--- config.mk ---
export PLATFORM = sky130hd
export DESIGN_NAME = selective_repeat_receive_window
export DESIGN_NICKNAME = d
export VERILOG_FILES = /design/src/rtl/srw_pkg.sv /design/src/rtl/srw_ram.sv /design/src/rtl/srw_front.sv /design/src/rtl/srw_back.sv /design/src/rtl/selective_repeat_receive_window.sv
export SDC_FILE = /design/constraint.sdc
export NUM_CORES = 1
export LEC_CHECK = 0
export BUFFER_PORTS_ARGS = -buffer_cell sky130_fd_sc_hd__buf_2
export CORE_MARGIN = 3
export CORE_UTILIZATION = 55
export DETAILED_ROUTE_END_ITERATION = 8
export PLACE_DENSITY = 0.72
export SYNTH_ARGS = -nofsm -noshare
export SYNTH_HDL_FRONTEND = slang
export SYNTH_HIERARCHICAL = 1
export SYNTH_SLANG_ARGS = --single-unit
--- constraint.sdc ---
create_clock -name clk -period 12.55 [get_ports clk]
set_clock_uncertainty 0.2 [all_clocks]
set_input_delay 0.6275 -clock clk [delete_from_list [all_inputs] [get_ports clk]]
set_output_delay 0.6275 -clock clk [all_outputs]
set_load 0.03 [all_outputs]
--- src/rtl/srw_pkg.sv ---
// Package for the selective-repeat receive window: sizes, codes, beat types
// and the modular wrap helper shared by the front and back parts.
// Depends on nothing.
`default_nettype none

package srw_pkg;

    localparam int WINDOW_SLOTS  = 10;
    localparam int SEGMENT_BYTES = 512;
    localparam int SEQ_SPACE     = 25601;
    localparam int QUEUE_DEPTH   = 2;

    localparam int SEQ_W   = 15;
    localparam int LEN_W   = 10;
    localparam int SLOT_W  = 4;
    localparam int KIND_W  = 2;
    localparam int ENTRY_W = SEQ_W + LEN_W;

    localparam int SPAN      = WINDOW_SLOTS * SEGMENT_BYTES;
    localparam int SEG_SHIFT = $clog2(SEGMENT_BYTES);

    localparam int S_TDATA_W = 40;
    localparam int M_TDATA_W = 48;
    localparam int M_PAD_W   = M_TDATA_W - (2 * SEQ_W + SLOT_W + LEN_W);

    localparam logic [SEQ_W:0]   SEQ_SPACE_V = (SEQ_W + 1)'(SEQ_SPACE);
    localparam logic [SEQ_W:0]   SPAN_V      = (SEQ_W + 1)'(SPAN);
    localparam logic [LEN_W-1:0] SEG_BYTES_V = LEN_W'(SEGMENT_BYTES);

    typedef enum logic [KIND_W-1:0] {
        KIND_NEW_ACK = 2'd0,
        KIND_DUP_ACK = 2'd1,
        KIND_DELIVER = 2'd2,
        KIND_FIN_ACK = 2'd3
    } kind_t;

    typedef enum logic [2:0] {
        ST_IDLE,
        ST_SCAN,
        ST_SCAN_LAST,
        ST_CLASSIFY,
        ST_FIN,
        ST_DEL_RD,
        ST_DEL_CHK
    } back_state_t;

    // One received header after reduction and length saturation.
    typedef struct packed {
        logic [SEQ_W-1:0] seq;
        logic [SEQ_W-1:0] own;
        logic [LEN_W-1:0] len;
        logic             fin;
    } seg_t;

    // One result beat.
    typedef struct packed {
        kind_t             kind;
        logic [SEQ_W-1:0]  ack;
        logic [SEQ_W-1:0]  own;
        logic [SLOT_W-1:0] slot;
        logic [LEN_W-1:0]  dlen;
        logic              last;
    } result_t;

    // Reduces a value below twice the sequence space into the space.
    function automatic logic [SEQ_W-1:0] seq_wrap(input logic [SEQ_W:0] v);
        logic [SEQ_W:0] r;
        r = (v >= SEQ_SPACE_V) ? (v - SEQ_SPACE_V) : v;
        return r[SEQ_W-1:0];
    endfunction

endpackage

`default_nettype wire

--- src/rtl/srw_ram.sv ---
// Generic single-port-write, single-port-read RAM with a registered read.
// Depends on nothing.
`default_nettype none

module srw_ram #(
    parameter int WIDTH = 8,
    parameter int DEPTH = 16
) (
    input  wire logic                     clk,
    input  wire logic                     we,
    input  wire logic [$clog2(DEPTH)-1:0] waddr,
    input  wire logic [WIDTH-1:0]         wdata,
    input  wire logic [$clog2(DEPTH)-1:0] raddr,
    output logic      [WIDTH-1:0]         rdata
);

    logic [WIDTH-1:0] mem [DEPTH];

    always_ff @(posedge clk)
    begin
        if (we)
        begin
            mem[waddr] <= wdata;
        end
        rdata <= mem[raddr];
    end

endmodule

`default_nettype wire

--- src/rtl/srw_front.sv ---
// Front part: accepts header beats, reduces the numbers into the sequence
// space, saturates the length and queues the result. Depends on srw_pkg.
`default_nettype none

module srw_front (
    input  wire logic                           clk,
    input  wire logic                           rst_n,
    input  wire logic                           s_tvalid,
    output logic                                s_tready,
    input  wire logic [srw_pkg::S_TDATA_W-1:0]  s_tdata,
    input  wire logic [0:0]                     s_tuser,
    output logic                                q_valid,
    input  wire logic                           q_ready,
    output srw_pkg::seg_t                       q_seg
);

    localparam int PTR_W = (srw_pkg::QUEUE_DEPTH > 1) ? $clog2(srw_pkg::QUEUE_DEPTH) : 1;
    localparam int CNT_W = $clog2(srw_pkg::QUEUE_DEPTH + 1);

    srw_pkg::seg_t    seg_in;
    srw_pkg::seg_t    q_mem_reg [srw_pkg::QUEUE_DEPTH];
    logic [PTR_W-1:0] wr_ptr_reg, wr_ptr_next;
    logic [PTR_W-1:0] rd_ptr_reg, rd_ptr_next;
    logic [CNT_W-1:0] count_reg, count_next;
    logic             push, pop;
    logic [srw_pkg::LEN_W-1:0] raw_len;

    assign raw_len = s_tdata[2*srw_pkg::SEQ_W +: srw_pkg::LEN_W];

    always_comb
    begin
        seg_in.seq = srw_pkg::seq_wrap({1'b0, s_tdata[0 +: srw_pkg::SEQ_W]});
        seg_in.own = srw_pkg::seq_wrap({1'b0, s_tdata[srw_pkg::SEQ_W +: srw_pkg::SEQ_W]});
        seg_in.len = (raw_len > srw_pkg::SEG_BYTES_V) ? srw_pkg::SEG_BYTES_V : raw_len;
        seg_in.fin = s_tuser[0];
    end

    assign s_tready = (count_reg != CNT_W'(srw_pkg::QUEUE_DEPTH));
    assign q_valid  = (count_reg != '0);
    assign q_seg    = q_mem_reg[rd_ptr_reg];
    assign push     = s_tvalid && s_tready;
    assign pop      = q_valid && q_ready;

    always_comb
    begin
        wr_ptr_next = wr_ptr_reg;
        rd_ptr_next = rd_ptr_reg;
        count_next  = count_reg;
        if (push)
        begin
            wr_ptr_next = (wr_ptr_reg == PTR_W'(srw_pkg::QUEUE_DEPTH - 1)) ?
                          '0 : wr_ptr_reg + PTR_W'(1);
        end
        if (pop)
        begin
            rd_ptr_next = (rd_ptr_reg == PTR_W'(srw_pkg::QUEUE_DEPTH - 1)) ?
                          '0 : rd_ptr_reg + PTR_W'(1);
        end
        if (push && !pop)
        begin
            count_next = count_reg + CNT_W'(1);
        end
        else if (pop && !push)
        begin
            count_next = count_reg - CNT_W'(1);
        end
    end

    always_ff @(posedge clk or negedge rst_n)
    begin
        if (!rst_n)
        begin
            wr_ptr_reg <= '0;
            rd_ptr_reg <= '0;
            count_reg  <= '0;
        end
        else
        begin
            wr_ptr_reg <= wr_ptr_next;
            rd_ptr_reg <= rd_ptr_next;
            count_reg  <= count_next;
        end
    end

    always_ff @(posedge clk)
    begin
        if (push)
        begin
            q_mem_reg[wr_ptr_reg] <= seg_in;
        end
    end

endmodule

`default_nettype wire

--- src/rtl/srw_back.sv ---
// Back part: scans the slot store for duplicates, classifies each header,
// stores new segments and walks in-order deliveries into the result register.
// Depends on srw_pkg and srw_ram.
`default_nettype none

module srw_back (
    input  wire logic                         clk,
    input  wire logic                         rst_n,
    input  wire logic                         cfg_wr_en,
    input  wire logic [srw_pkg::SEQ_W-1:0]    cfg_wr_data,
    input  wire logic                         q_valid,
    output logic                              q_ready,
    input  wire srw_pkg::seg_t                q_seg,
    output logic                              m_tvalid,
    input  wire logic                         m_tready,
    output srw_pkg::result_t                  res
);

    localparam int NS  = srw_pkg::WINDOW_SLOTS;
    localparam int SW  = srw_pkg::SLOT_W;
    localparam int QW  = srw_pkg::SEQ_W;
    localparam int LW  = srw_pkg::LEN_W;

    srw_pkg::back_state_t state_reg, state_next;
    srw_pkg::seg_t        cur_reg, cur_next;
    srw_pkg::result_t     out_reg, out_next;
    logic                 out_vld_reg, out_vld_next, out_load;

    logic [SW-1:0] scan_idx_reg, scan_idx_next;
    logic [SW-1:0] chk_idx_reg, chk_idx_next;
    logic          chk_vld_reg, chk_vld_next;
    logic          dup_reg, dup_next;
    logic [QW-1:0] d_reg, d_next;
    logic [NS-1:0] slot_valid_reg, slot_valid_next;
    logic [SW-1:0] ws_reg, ws_next;
    logic [QW-1:0] base_reg, base_next;
    logic [QW-1:0] last_ack_reg, last_ack_next;
    logic          pend_vld_reg, pend_vld_next;
    logic [SW-1:0] pend_slot_reg, pend_slot_next;
    logic [LW-1:0] pend_len_reg, pend_len_next;

    logic                           ram_we;
    logic [SW-1:0]                  ram_waddr, ram_raddr;
    logic [srw_pkg::ENTRY_W-1:0]    ram_wdata, ram_rdata;
    logic [QW-1:0]                  rd_seq;
    logic [LW-1:0]                  rd_len;

    logic [QW:0]   diff;
    logic          in_win, near_behind, tgt_busy, is_dup, drop, store, deliver_first;
    logic [SW:0]   slot_sum;
    logic [SW-1:0] tgt_slot, ws_inc;
    logic [QW-1:0] ack_val, fin_ack, base_add;
    logic          hit, out_free, del_adv;

    srw_ram #(
        .WIDTH (srw_pkg::ENTRY_W),
        .DEPTH (NS)
    ) u_slot_ram (
        .clk   (clk),
        .we    (ram_we),
        .waddr (ram_waddr),
        .wdata (ram_wdata),
        .raddr (ram_raddr),
        .rdata (ram_rdata)
    );

    assign rd_seq = ram_rdata[LW +: QW];
    assign rd_len = ram_rdata[LW-1:0];

    // Offset of the current header from the window base, in sequence space.
    assign diff = {1'b0, cur_reg.seq}
                + ((cur_reg.seq >= base_reg) ? '0 : srw_pkg::SEQ_SPACE_V)
                - {1'b0, base_reg};

    assign in_win      = ({1'b0, d_reg} < srw_pkg::SPAN_V);
    assign near_behind = (({1'b0, d_reg} + srw_pkg::SPAN_V) >= srw_pkg::SEQ_SPACE_V);
    assign slot_sum    = {1'b0, ws_reg} + {1'b0, SW'(d_reg >> srw_pkg::SEG_SHIFT)};
    assign tgt_slot    = (slot_sum >= (SW + 1)'(NS)) ? SW'(slot_sum - (SW + 1)'(NS))
                                                     : SW'(slot_sum);
    assign tgt_busy    = slot_valid_reg[tgt_slot];
    assign is_dup      = dup_reg || (in_win && tgt_busy) || (!in_win && near_behind);
    assign drop        = !dup_reg && !in_win && !near_behind;
    assign store       = !is_dup && in_win && (cur_reg.len != '0);
    // A stored segment starts a delivery run only when it sits exactly at base.
    assign deliver_first = store && (d_reg == '0);

    assign ack_val  = srw_pkg::seq_wrap({1'b0, cur_reg.seq}
                                        + {{(QW + 1 - LW){1'b0}}, cur_reg.len});
    assign fin_ack  = (last_ack_reg == QW'(srw_pkg::SEQ_SPACE - 1)) ? '0
                                                                    : last_ack_reg + QW'(1);
    assign hit      = slot_valid_reg[ws_reg] && (rd_seq == base_reg);
    assign base_add = srw_pkg::seq_wrap({1'b0, base_reg} + {{(QW + 1 - LW){1'b0}}, rd_len});
    assign ws_inc   = (ws_reg == SW'(NS - 1)) ? '0 : ws_reg + SW'(1);
    assign out_free = !out_vld_reg || m_tready;
    assign del_adv  = !pend_vld_reg || out_free;

    assign m_tvalid = out_vld_reg;
    assign res      = out_reg;

    // Next state.
    always_comb
    begin
        state_next = state_reg;
        case (state_reg)
            srw_pkg::ST_IDLE:
            begin
                if (q_valid)
                begin
                    state_next = q_seg.fin ? srw_pkg::ST_FIN : srw_pkg::ST_SCAN;
                end
            end
            srw_pkg::ST_SCAN:
            begin
                if (scan_idx_reg == SW'(NS - 1))
                begin
                    state_next = srw_pkg::ST_SCAN_LAST;
                end
            end
            srw_pkg::ST_SCAN_LAST:
            begin
                state_next = srw_pkg::ST_CLASSIFY;
            end
            srw_pkg::ST_CLASSIFY:
            begin
                if (drop)
                begin
                    state_next = srw_pkg::ST_IDLE;
                end
                else if (out_free)
                begin
                    state_next = deliver_first ? srw_pkg::ST_DEL_RD : srw_pkg::ST_IDLE;
                end
            end
            srw_pkg::ST_FIN:
            begin
                if (out_free)
                begin
                    state_next = srw_pkg::ST_IDLE;
                end
            end
            srw_pkg::ST_DEL_RD:
            begin
                state_next = srw_pkg::ST_DEL_CHK;
            end
            srw_pkg::ST_DEL_CHK:
            begin
                if (del_adv)
                begin
                    state_next = hit ? srw_pkg::ST_DEL_RD : srw_pkg::ST_IDLE;
                end
            end
            default:
            begin
                state_next = srw_pkg::ST_IDLE;
            end
        endcase
    end

    // Datapath and outputs.
    always_comb
    begin
        q_ready         = 1'b0;
        cur_next        = cur_reg;
        scan_idx_next   = scan_idx_reg;
        chk_idx_next    = chk_idx_reg;
        chk_vld_next    = 1'b0;
        dup_next        = dup_reg;
        d_next          = d_reg;
        slot_valid_next = slot_valid_reg;
        ws_next         = ws_reg;
        base_next       = base_reg;
        last_ack_next   = last_ack_reg;
        pend_vld_next   = pend_vld_reg;
        pend_slot_next  = pend_slot_reg;
        pend_len_next   = pend_len_reg;
        ram_we          = 1'b0;
        ram_waddr       = tgt_slot;
        ram_wdata       = {cur_reg.seq, cur_reg.len};
        ram_raddr       = (state_reg == srw_pkg::ST_SCAN) ? scan_idx_reg : ws_reg;
        out_load        = 1'b0;
        out_next        = out_reg;

        // Pipelined duplicate compare, one slot behind the read address.
        if (chk_vld_reg && slot_valid_reg[chk_idx_reg] && (rd_seq == cur_reg.seq))
        begin
            dup_next = 1'b1;
        end

        case (state_reg)
            srw_pkg::ST_IDLE:
            begin
                q_ready = 1'b1;
                if (q_valid)
                begin
                    cur_next      = q_seg;
                    scan_idx_next = '0;
                    dup_next      = 1'b0;
                end
            end
            srw_pkg::ST_SCAN:
            begin
                chk_vld_next  = 1'b1;
                chk_idx_next  = scan_idx_reg;
                scan_idx_next = scan_idx_reg + SW'(1);
                d_next        = diff[QW-1:0];
            end
            srw_pkg::ST_CLASSIFY:
            begin
                if (!drop && out_free)
                begin
                    out_load      = 1'b1;
                    out_next.kind = is_dup ? srw_pkg::KIND_DUP_ACK : srw_pkg::KIND_NEW_ACK;
                    out_next.ack  = ack_val;
                    out_next.own  = cur_reg.own;
                    out_next.slot = store ? tgt_slot : '0;
                    out_next.dlen = '0;
                    out_next.last = !deliver_first;
                    last_ack_next = ack_val;
                    if (store)
                    begin
                        ram_we                    = 1'b1;
                        slot_valid_next[tgt_slot] = 1'b1;
                    end
                end
            end
            srw_pkg::ST_FIN:
            begin
                if (out_free)
                begin
                    out_load      = 1'b1;
                    out_next.kind = srw_pkg::KIND_FIN_ACK;
                    out_next.ack  = fin_ack;
                    out_next.own  = cur_reg.own;
                    out_next.slot = '0;
                    out_next.dlen = '0;
                    out_next.last = 1'b1;
                    last_ack_next = fin_ack;
                end
            end
            srw_pkg::ST_DEL_CHK:
            begin
                // A delivery is held back one step so that its last flag is known.
                if (del_adv)
                begin
                    if (pend_vld_reg)
                    begin
                        out_load      = 1'b1;
                        out_next.kind = srw_pkg::KIND_DELIVER;
                        out_next.ack  = '0;
                        out_next.own  = '0;
                        out_next.slot = pend_slot_reg;
                        out_next.dlen = pend_len_reg;
                        out_next.last = !hit;
                    end
                    if (hit)
                    begin
                        pend_vld_next           = 1'b1;
                        pend_slot_next          = ws_reg;
                        pend_len_next           = rd_len;
                        slot_valid_next[ws_reg] = 1'b0;
                        base_next               = base_add;
                        ws_next                 = ws_inc;
                    end
                    else
                    begin
                        pend_vld_next = 1'b0;
                    end
                end
            end
            default:
            begin
            end
        endcase

        if (out_load)
        begin
            out_vld_next = 1'b1;
        end
        else
        begin
            out_vld_next = out_vld_reg && !m_tready;
        end

        if (cfg_wr_en)
        begin
            base_next       = srw_pkg::seq_wrap({1'b0, cfg_wr_data});
            last_ack_next   = srw_pkg::seq_wrap({1'b0, cfg_wr_data});
            slot_valid_next = '0;
            ws_next         = '0;
        end
    end

    always_ff @(posedge clk or negedge rst_n)
    begin
        if (!rst_n)
        begin
            state_reg      <= srw_pkg::ST_IDLE;
            chk_vld_reg    <= 1'b0;
            dup_reg        <= 1'b0;
            slot_valid_reg <= '0;
            ws_reg         <= '0;
            base_reg       <= '0;
            last_ack_reg   <= '0;
            pend_vld_reg   <= 1'b0;
            out_vld_reg    <= 1'b0;
            scan_idx_reg   <= '0;
        end
        else
        begin
            state_reg      <= state_next;
            chk_vld_reg    <= chk_vld_next;
            dup_reg        <= dup_next;
            slot_valid_reg <= slot_valid_next;
            ws_reg         <= ws_next;
            base_reg       <= base_next;
            last_ack_reg   <= last_ack_next;
            pend_vld_reg   <= pend_vld_next;
            out_vld_reg    <= out_vld_next;
            scan_idx_reg   <= scan_idx_next;
        end
    end

    always_ff @(posedge clk)
    begin
        cur_reg       <= cur_next;
        chk_idx_reg   <= chk_idx_next;
        d_reg         <= d_next;
        pend_slot_reg <= pend_slot_next;
        pend_len_reg  <= pend_len_next;
        out_reg       <= out_next;
    end

`ifndef SYNTHESIS
    a_ws_range: assert property (@(posedge clk) disable iff (!rst_n)
        ws_reg < SW'(NS))
        else $error("window start outside the slot range");

    a_base_range: assert property (@(posedge clk) disable iff (!rst_n)
        {1'b0, base_reg} < srw_pkg::SEQ_SPACE_V && {1'b0, last_ack_reg} < srw_pkg::SEQ_SPACE_V)
        else $error("base or last ack outside the sequence space");

    a_cfg_clear: assert property (@(posedge clk) disable iff (!rst_n)
        cfg_wr_en |=> (slot_valid_reg == '0) && (ws_reg == '0))
        else $error("configuration write did not start a new window");

    a_first_hit: assert property (@(posedge clk) disable iff (!rst_n)
        (state_reg == srw_pkg::ST_DEL_CHK) && !pend_vld_reg |-> hit)
        else $error("delivery run started without an in-order slot");
`endif

endmodule

`default_nettype wire

--- src/rtl/selective_repeat_receive_window.sv ---
// Top level of the selective-repeat receive window: port packing around the
// front part (srw_front) and the back part (srw_back). Depends on srw_pkg.
`default_nettype none

// Each input beat is the header of one received segment. The front part
// reduces the sequence and ack numbers into the sequence space, saturates the
// length to one segment and queues the header in a two-entry queue, so the
// sender can hand over the next header while the back part is still busy.
// The back part checks the header against a circular window of ten slots:
// it reads the slot store one slot a cycle to find a pending copy, then sends
// a new ack, a duplicate re-ack, or nothing for a segment outside the window.
// A stored segment that lands on the window base starts a run of in-order
// deliveries, each advancing the base by its length. A FIN header is answered
// with a FIN ack of the last ack plus one. A data header is taken, then the
// slot scan reads all ten slots through the store's single read port, the
// compare pipeline drains and the header is classified. A run of in-order
// deliveries takes a read of the store followed by its check for each
// delivery, and one more read and check that finds the next slot not in
// order and ends the run. Stalls on the result side can hold the classify,
// FIN and delivery steps. The slot-valid marks clear at reset and on a write
// of the base register, which also loads the base and last ack; write it only
// while the block has no header in flight.
module selective_repeat_receive_window (
    input  wire logic                          clk,
    input  wire logic                          rst_n,
    // Base register write.
    input  wire logic                          cfg_wr_en,
    input  wire logic [srw_pkg::SEQ_W-1:0]     cfg_wr_data,
    // Header beats in.
    input  wire logic                          s_tvalid,
    output logic                               s_tready,
    // s_tdata: seq_num[14:0], peer_ack_num[29:15], seg_length[39:30]
    input  wire logic [srw_pkg::S_TDATA_W-1:0] s_tdata,
    // s_tuser: fin_flag[0]
    input  wire logic [0:0]                    s_tuser,
    // Result beats out.
    output logic                               m_tvalid,
    input  wire logic                          m_tready,
    // m_tdata: ack_value[14:0], own_seq[29:15], slot_index[33:30],
    //          deliver_length[43:34], zero fill[47:44]
    output logic [srw_pkg::M_TDATA_W-1:0]      m_tdata,
    // m_tuser: kind[1:0]
    output logic [srw_pkg::KIND_W-1:0]         m_tuser,
    output logic                               m_tlast
);

    logic             q_valid;
    logic             q_ready;
    srw_pkg::seg_t    q_seg;
    srw_pkg::result_t res;

    srw_front u_front (
        .clk      (clk),
        .rst_n    (rst_n),
        .s_tvalid (s_tvalid),
        .s_tready (s_tready),
        .s_tdata  (s_tdata),
        .s_tuser  (s_tuser),
        .q_valid  (q_valid),
        .q_ready  (q_ready),
        .q_seg    (q_seg)
    );

    srw_back u_back (
        .clk         (clk),
        .rst_n       (rst_n),
        .cfg_wr_en   (cfg_wr_en),
        .cfg_wr_data (cfg_wr_data),
        .q_valid     (q_valid),
        .q_ready     (q_ready),
        .q_seg       (q_seg),
        .m_tvalid    (m_tvalid),
        .m_tready    (m_tready),
        .res         (res)
    );

    // Result fields packed from the lowest bit up, zero filled to whole bytes.
    assign m_tdata = {{srw_pkg::M_PAD_W{1'b0}}, res.dlen, res.slot, res.own, res.ack};
    assign m_tuser = res.kind;
    assign m_tlast = res.last;

endmodule

`default_nettype wire

==> results.tsv <==
stage	metric	value	unit
sta	tightest_slew	1.02	ns
cells_and_area	commonest_non_fill_non_tap_cells_in_the_layout	edfxtp_1, nand2_1, buf_2	
critical_path	reg2reg_depth	16	
power_and_ir_drop	power-per-cell-area	242	nW/um^2
clocking	cts_htree_levels	2	
floorplan	placementRows	80	
critical_path	worst_setup_path_end_kind	register	
critical_path	arrival	5.61	ns
logic_synthesis	synth-async-reset-ratio	11.0	%
logic_synthesis	synth-main-ff-cell	edfxtp_1	
grt	grt_use_total	25.6	%
routing	drc	0	
critical_path	setup.reg_to_reg.worst_slack	7.02	ns
power_and_ir_drop	p_leak	10.6	nW
sta	final_layout_worst_hold_slack	-0.0178	ns
floorplan	area_of_the_die	51400	sq um
cells_and_area	post_route_cells_drive_above_1_share	18.4	%
routing	ant_nets	0	
clocking	clock_sink_count	536	
critical_path	path_buf_inv	4	
critical_path	worst_path_largest_cell_delay	0.58	ns
logic_synthesis	synth_area_per_cell	12.8	sq um
worst_hold_path	worstHoldPathType	in -> async	
routing	wire_per_inst	23.0	microns
routing	dr.pass1.iters	7	
placed_design	place.port_buffers	109	
cells_and_area	num-nets-final	2356	
logic_synthesis	synth_top_area_cell	edfxtp_1	
clocking	cts_hold_repair.buffers	1	
floorplan	core_area	47900	sq um
routing	wl	66100	microns
routing	route.vias.total	17900	
run_status	failed_checks	negative hold slack	
logic_synthesis	synth_enable_flop_cells	452	
clocking	cts_post_setup_buffers_inserted	0	
sta	grt_setup_unrepaired	no	
logic_synthesis	synth_top_area_share	50.6	%
placed_design	placed_cells_incl_taps	2769	
clocking	cts_tree	yes	
critical_path	r2r-start	u_back/ws_reg[0]$_DFFE_PN0P_	
logic_synthesis	postSynthCellCount	2100	
cells_and_area	largest_register_ff_count	250	
critical_path	worst_r2r_endpoint	u_back/u_slot_ram/mem[0][1]$_DFFE_PP_	
clocking	total_clock_buffers_created_by_cts	55	
grt	grt_first_pass_wirelength	100000	microns
critical_path	critical_path_class	reg -> reg	
logic_synthesis	ys_types	99	
clocking	cts_clk_pin_slew_worst_paths	0.06	ns
critical_path	critical-path-slowest-cell	dfrtp_1	
logic_synthesis	yosysWarnings	6	
sta	final.period_utilization	44.1	%
clocking	max-clock-path-buffers	3	
floorplan	die_w	227	microns
clocking	insertion_delay	0.63	ns
floorplan	io_pins	114	
placed_design	dp.final_hpwl	44700	microns
critical_path	critPathMaxFanout	25	
power_and_ir_drop	ir_worst_vdd	0.158	mV
cells_and_area	area_delta_synth_final	11.5	%
sta	setup-tns-final	0	ns
clocking	post_cts.resized_instances	0	
sta	setup_viol	0	
sta	finalHoldViolCount	19	
cells_and_area	layout.cells.most_common	edfxtp_1	
critical_path	cpLargestDelayFamily	compound AO/OA/AOI/OAI gates	
sta	achievable_clock_frequency	181	MHz
routing	viasPerCell	6.21	
logic_synthesis	ys_ff_latch	536	
critical_path	critPathRequiredTime	12.63	ns
logic_synthesis	post_synth_instance_area	26800	sq um
run_status	status	finished, violations left	
flow_run	number_of_maximum_capacitance_constraint_violations	0	
grt	number_of_antenna_violations_at_the_first_check_in_global_routing	2	
placed_design	postPlaceCellArea	28000	sq um
cells_and_area	final_util	62.3	%
clocking	cts_root_buffer	clkbuf_16	
grt	gr-total-overflow	0	
sta	timing.slew.headroom	32.0	%
critical_path	critPathLaunchType	register	
sta	fin_crit	5.53	ns
grt	via_count_of_the_first_global_routing_pass	17400	
sta	finalMaxSlewViolations	0	
cells_and_area	layout.cells.non_filler	2874	
floorplan	start_util	55.9	%
routing	drt-initial-drc-count	1627	
placed_design	gpl_congestion	0.959	
logic_synthesis	proportion_of_synthesized_chip_area_in_sequential_cells	58.0	%
floorplan	die_h	227	microns
grt	grt_max_degree	80	
logic_synthesis	yosys-top-cells-area	edfxtp_1, dfrtp_1, mux2_2, ha_1, xnor2_1	
cells_and_area	design_area	29900	sq um
critical_path	cells_along_the_critical_path	ha_1, fa_1, xor2_1, inv_1, ha_1, a2111oi_0, a211oi_1, or2_2, inv_1, a211oi_1, a211oi_1, a21oi_1, inv_1, or3b_1, nor3_2, buf_4	
per-layer routing:
layer	vias up	routed length [microns]	track usage, %	part of all wire [%]
li1	8271	-	-	-
met1	8790	27700	34.1	42
met2	654	31400	42.2	48
met3	138	4850	5.11	7.3
met4	2	2180	9.09	3.3
met5	-	12	0	0.018
stage by stage:
step | hold slack, ns | power [mW] | worst slack [ns]
6_report | -0.0178 | 7.22 | 7.02
5_1_grt | 0.0463 | 7.59 | 6.61
4_1_cts | 0.00450 | 7.21 | 7.06
3_5_place_dp | 0.300 | 5.52 | 7.12
3_3_place_gp | 0.275 | 5.46 | 7.22
2_1_floorplan | 0.132 | 4.69 | 6.64
worst max path at each step:
stage                                  from                                      to  slack (ns)  depth (start not counted)
2_1_floorplan  u_back/ws_reg[0]$_DFFE_PN0P_   u_back/u_slot_ram/mem[0][0]$_DFFE_PP_        6.64                         14
3_3_place_gp   u_back/ws_reg[0]$_DFFE_PN0P_   u_back/u_slot_ram/mem[0][7]$_DFFE_PP_        7.22                         15
3_5_place_dp   u_back/ws_reg[0]$_DFFE_PN0P_   u_back/u_slot_ram/mem[0][9]$_DFFE_PP_        7.12                         16
4_1_cts        u_back/ws_reg[0]$_DFFE_PN0P_  u_back/u_slot_ram/mem[0][12]$_DFFE_PP_        7.06                         16
5_1_grt        u_back/ws_reg[0]$_DFFE_PN0P_  u_back/u_slot_ram/mem[0][12]$_DFFE_PP_        6.61                         15
6_report       u_back/ws_reg[0]$_DFFE_PN0P_   u_back/u_slot_ram/mem[0][1]$_DFFE_PP_        7.02                         16
cell families (layout without fill, tap and decap cells):
group	after synthesis	count (layout)	share of synthesized area, %
buffers and inverters	157	312	2.65
other	1	5	0.0140
XOR/XNOR	122	122	3.98
AND/OR/NAND/NOR	559	559	10.8
adder cells (fa/ha/maj)	83	83	4.18
AO/OA/AOI/OAI	451	451	12.5
flip-flops	536	536	58.0
multiplexers	191	191	7.88
report_power, final:
part	switching, mW	internal, mW
combinational	1.67	1.03
clock	0.702	0.965
sequential	0.392	2.46
final cells by class:
class                           count  area (sq um)
Clock buffer                       68          1470
Sequential cell                   536         15600
Clock inverter                     35           409
Antenna cell                        1          2.50
Tap cell                          615           769
Fill cell                        3626         18100
Timing Repair Buffer              144           811
Inverter                           65           244
Multi-Input combinational cell   1410         10600
worst register-to-register path, stage by stage (launching register included):
cell       delay [ns]
dfrtp_1          0.58
ha_1             0.32
fa_1             0.41
xor2_1           0.39
inv_1            0.13
ha_1             0.29
a2111oi_0        0.44
a211oi_1         0.13
or2_2            0.37
inv_1            0.22
a211oi_1         0.09
a211oi_1         0.28
a21oi_1          0.20
inv_1            0.13
or3b_1           0.48
nor3_2           0.15
buf_4            0.37
Yosys cell counts (31+ instances only):
library cell and number:
nor2_1 97, o21ai_0 67, edfxtp_1 452, dfrtp_1 59, inv_1 64, nand3_1 41, mux2_2 98, and3_1 32
clkbuf_1 59, nand2_1 150, nor3_1 44, mux2i_1 66, o22ai_1 37, o31ai_1 31, xor2_1 42, a21oi_1 63
xnor2_1 80, ha_1 72
No activity file was read; power rests on OpenSTA's default activity.
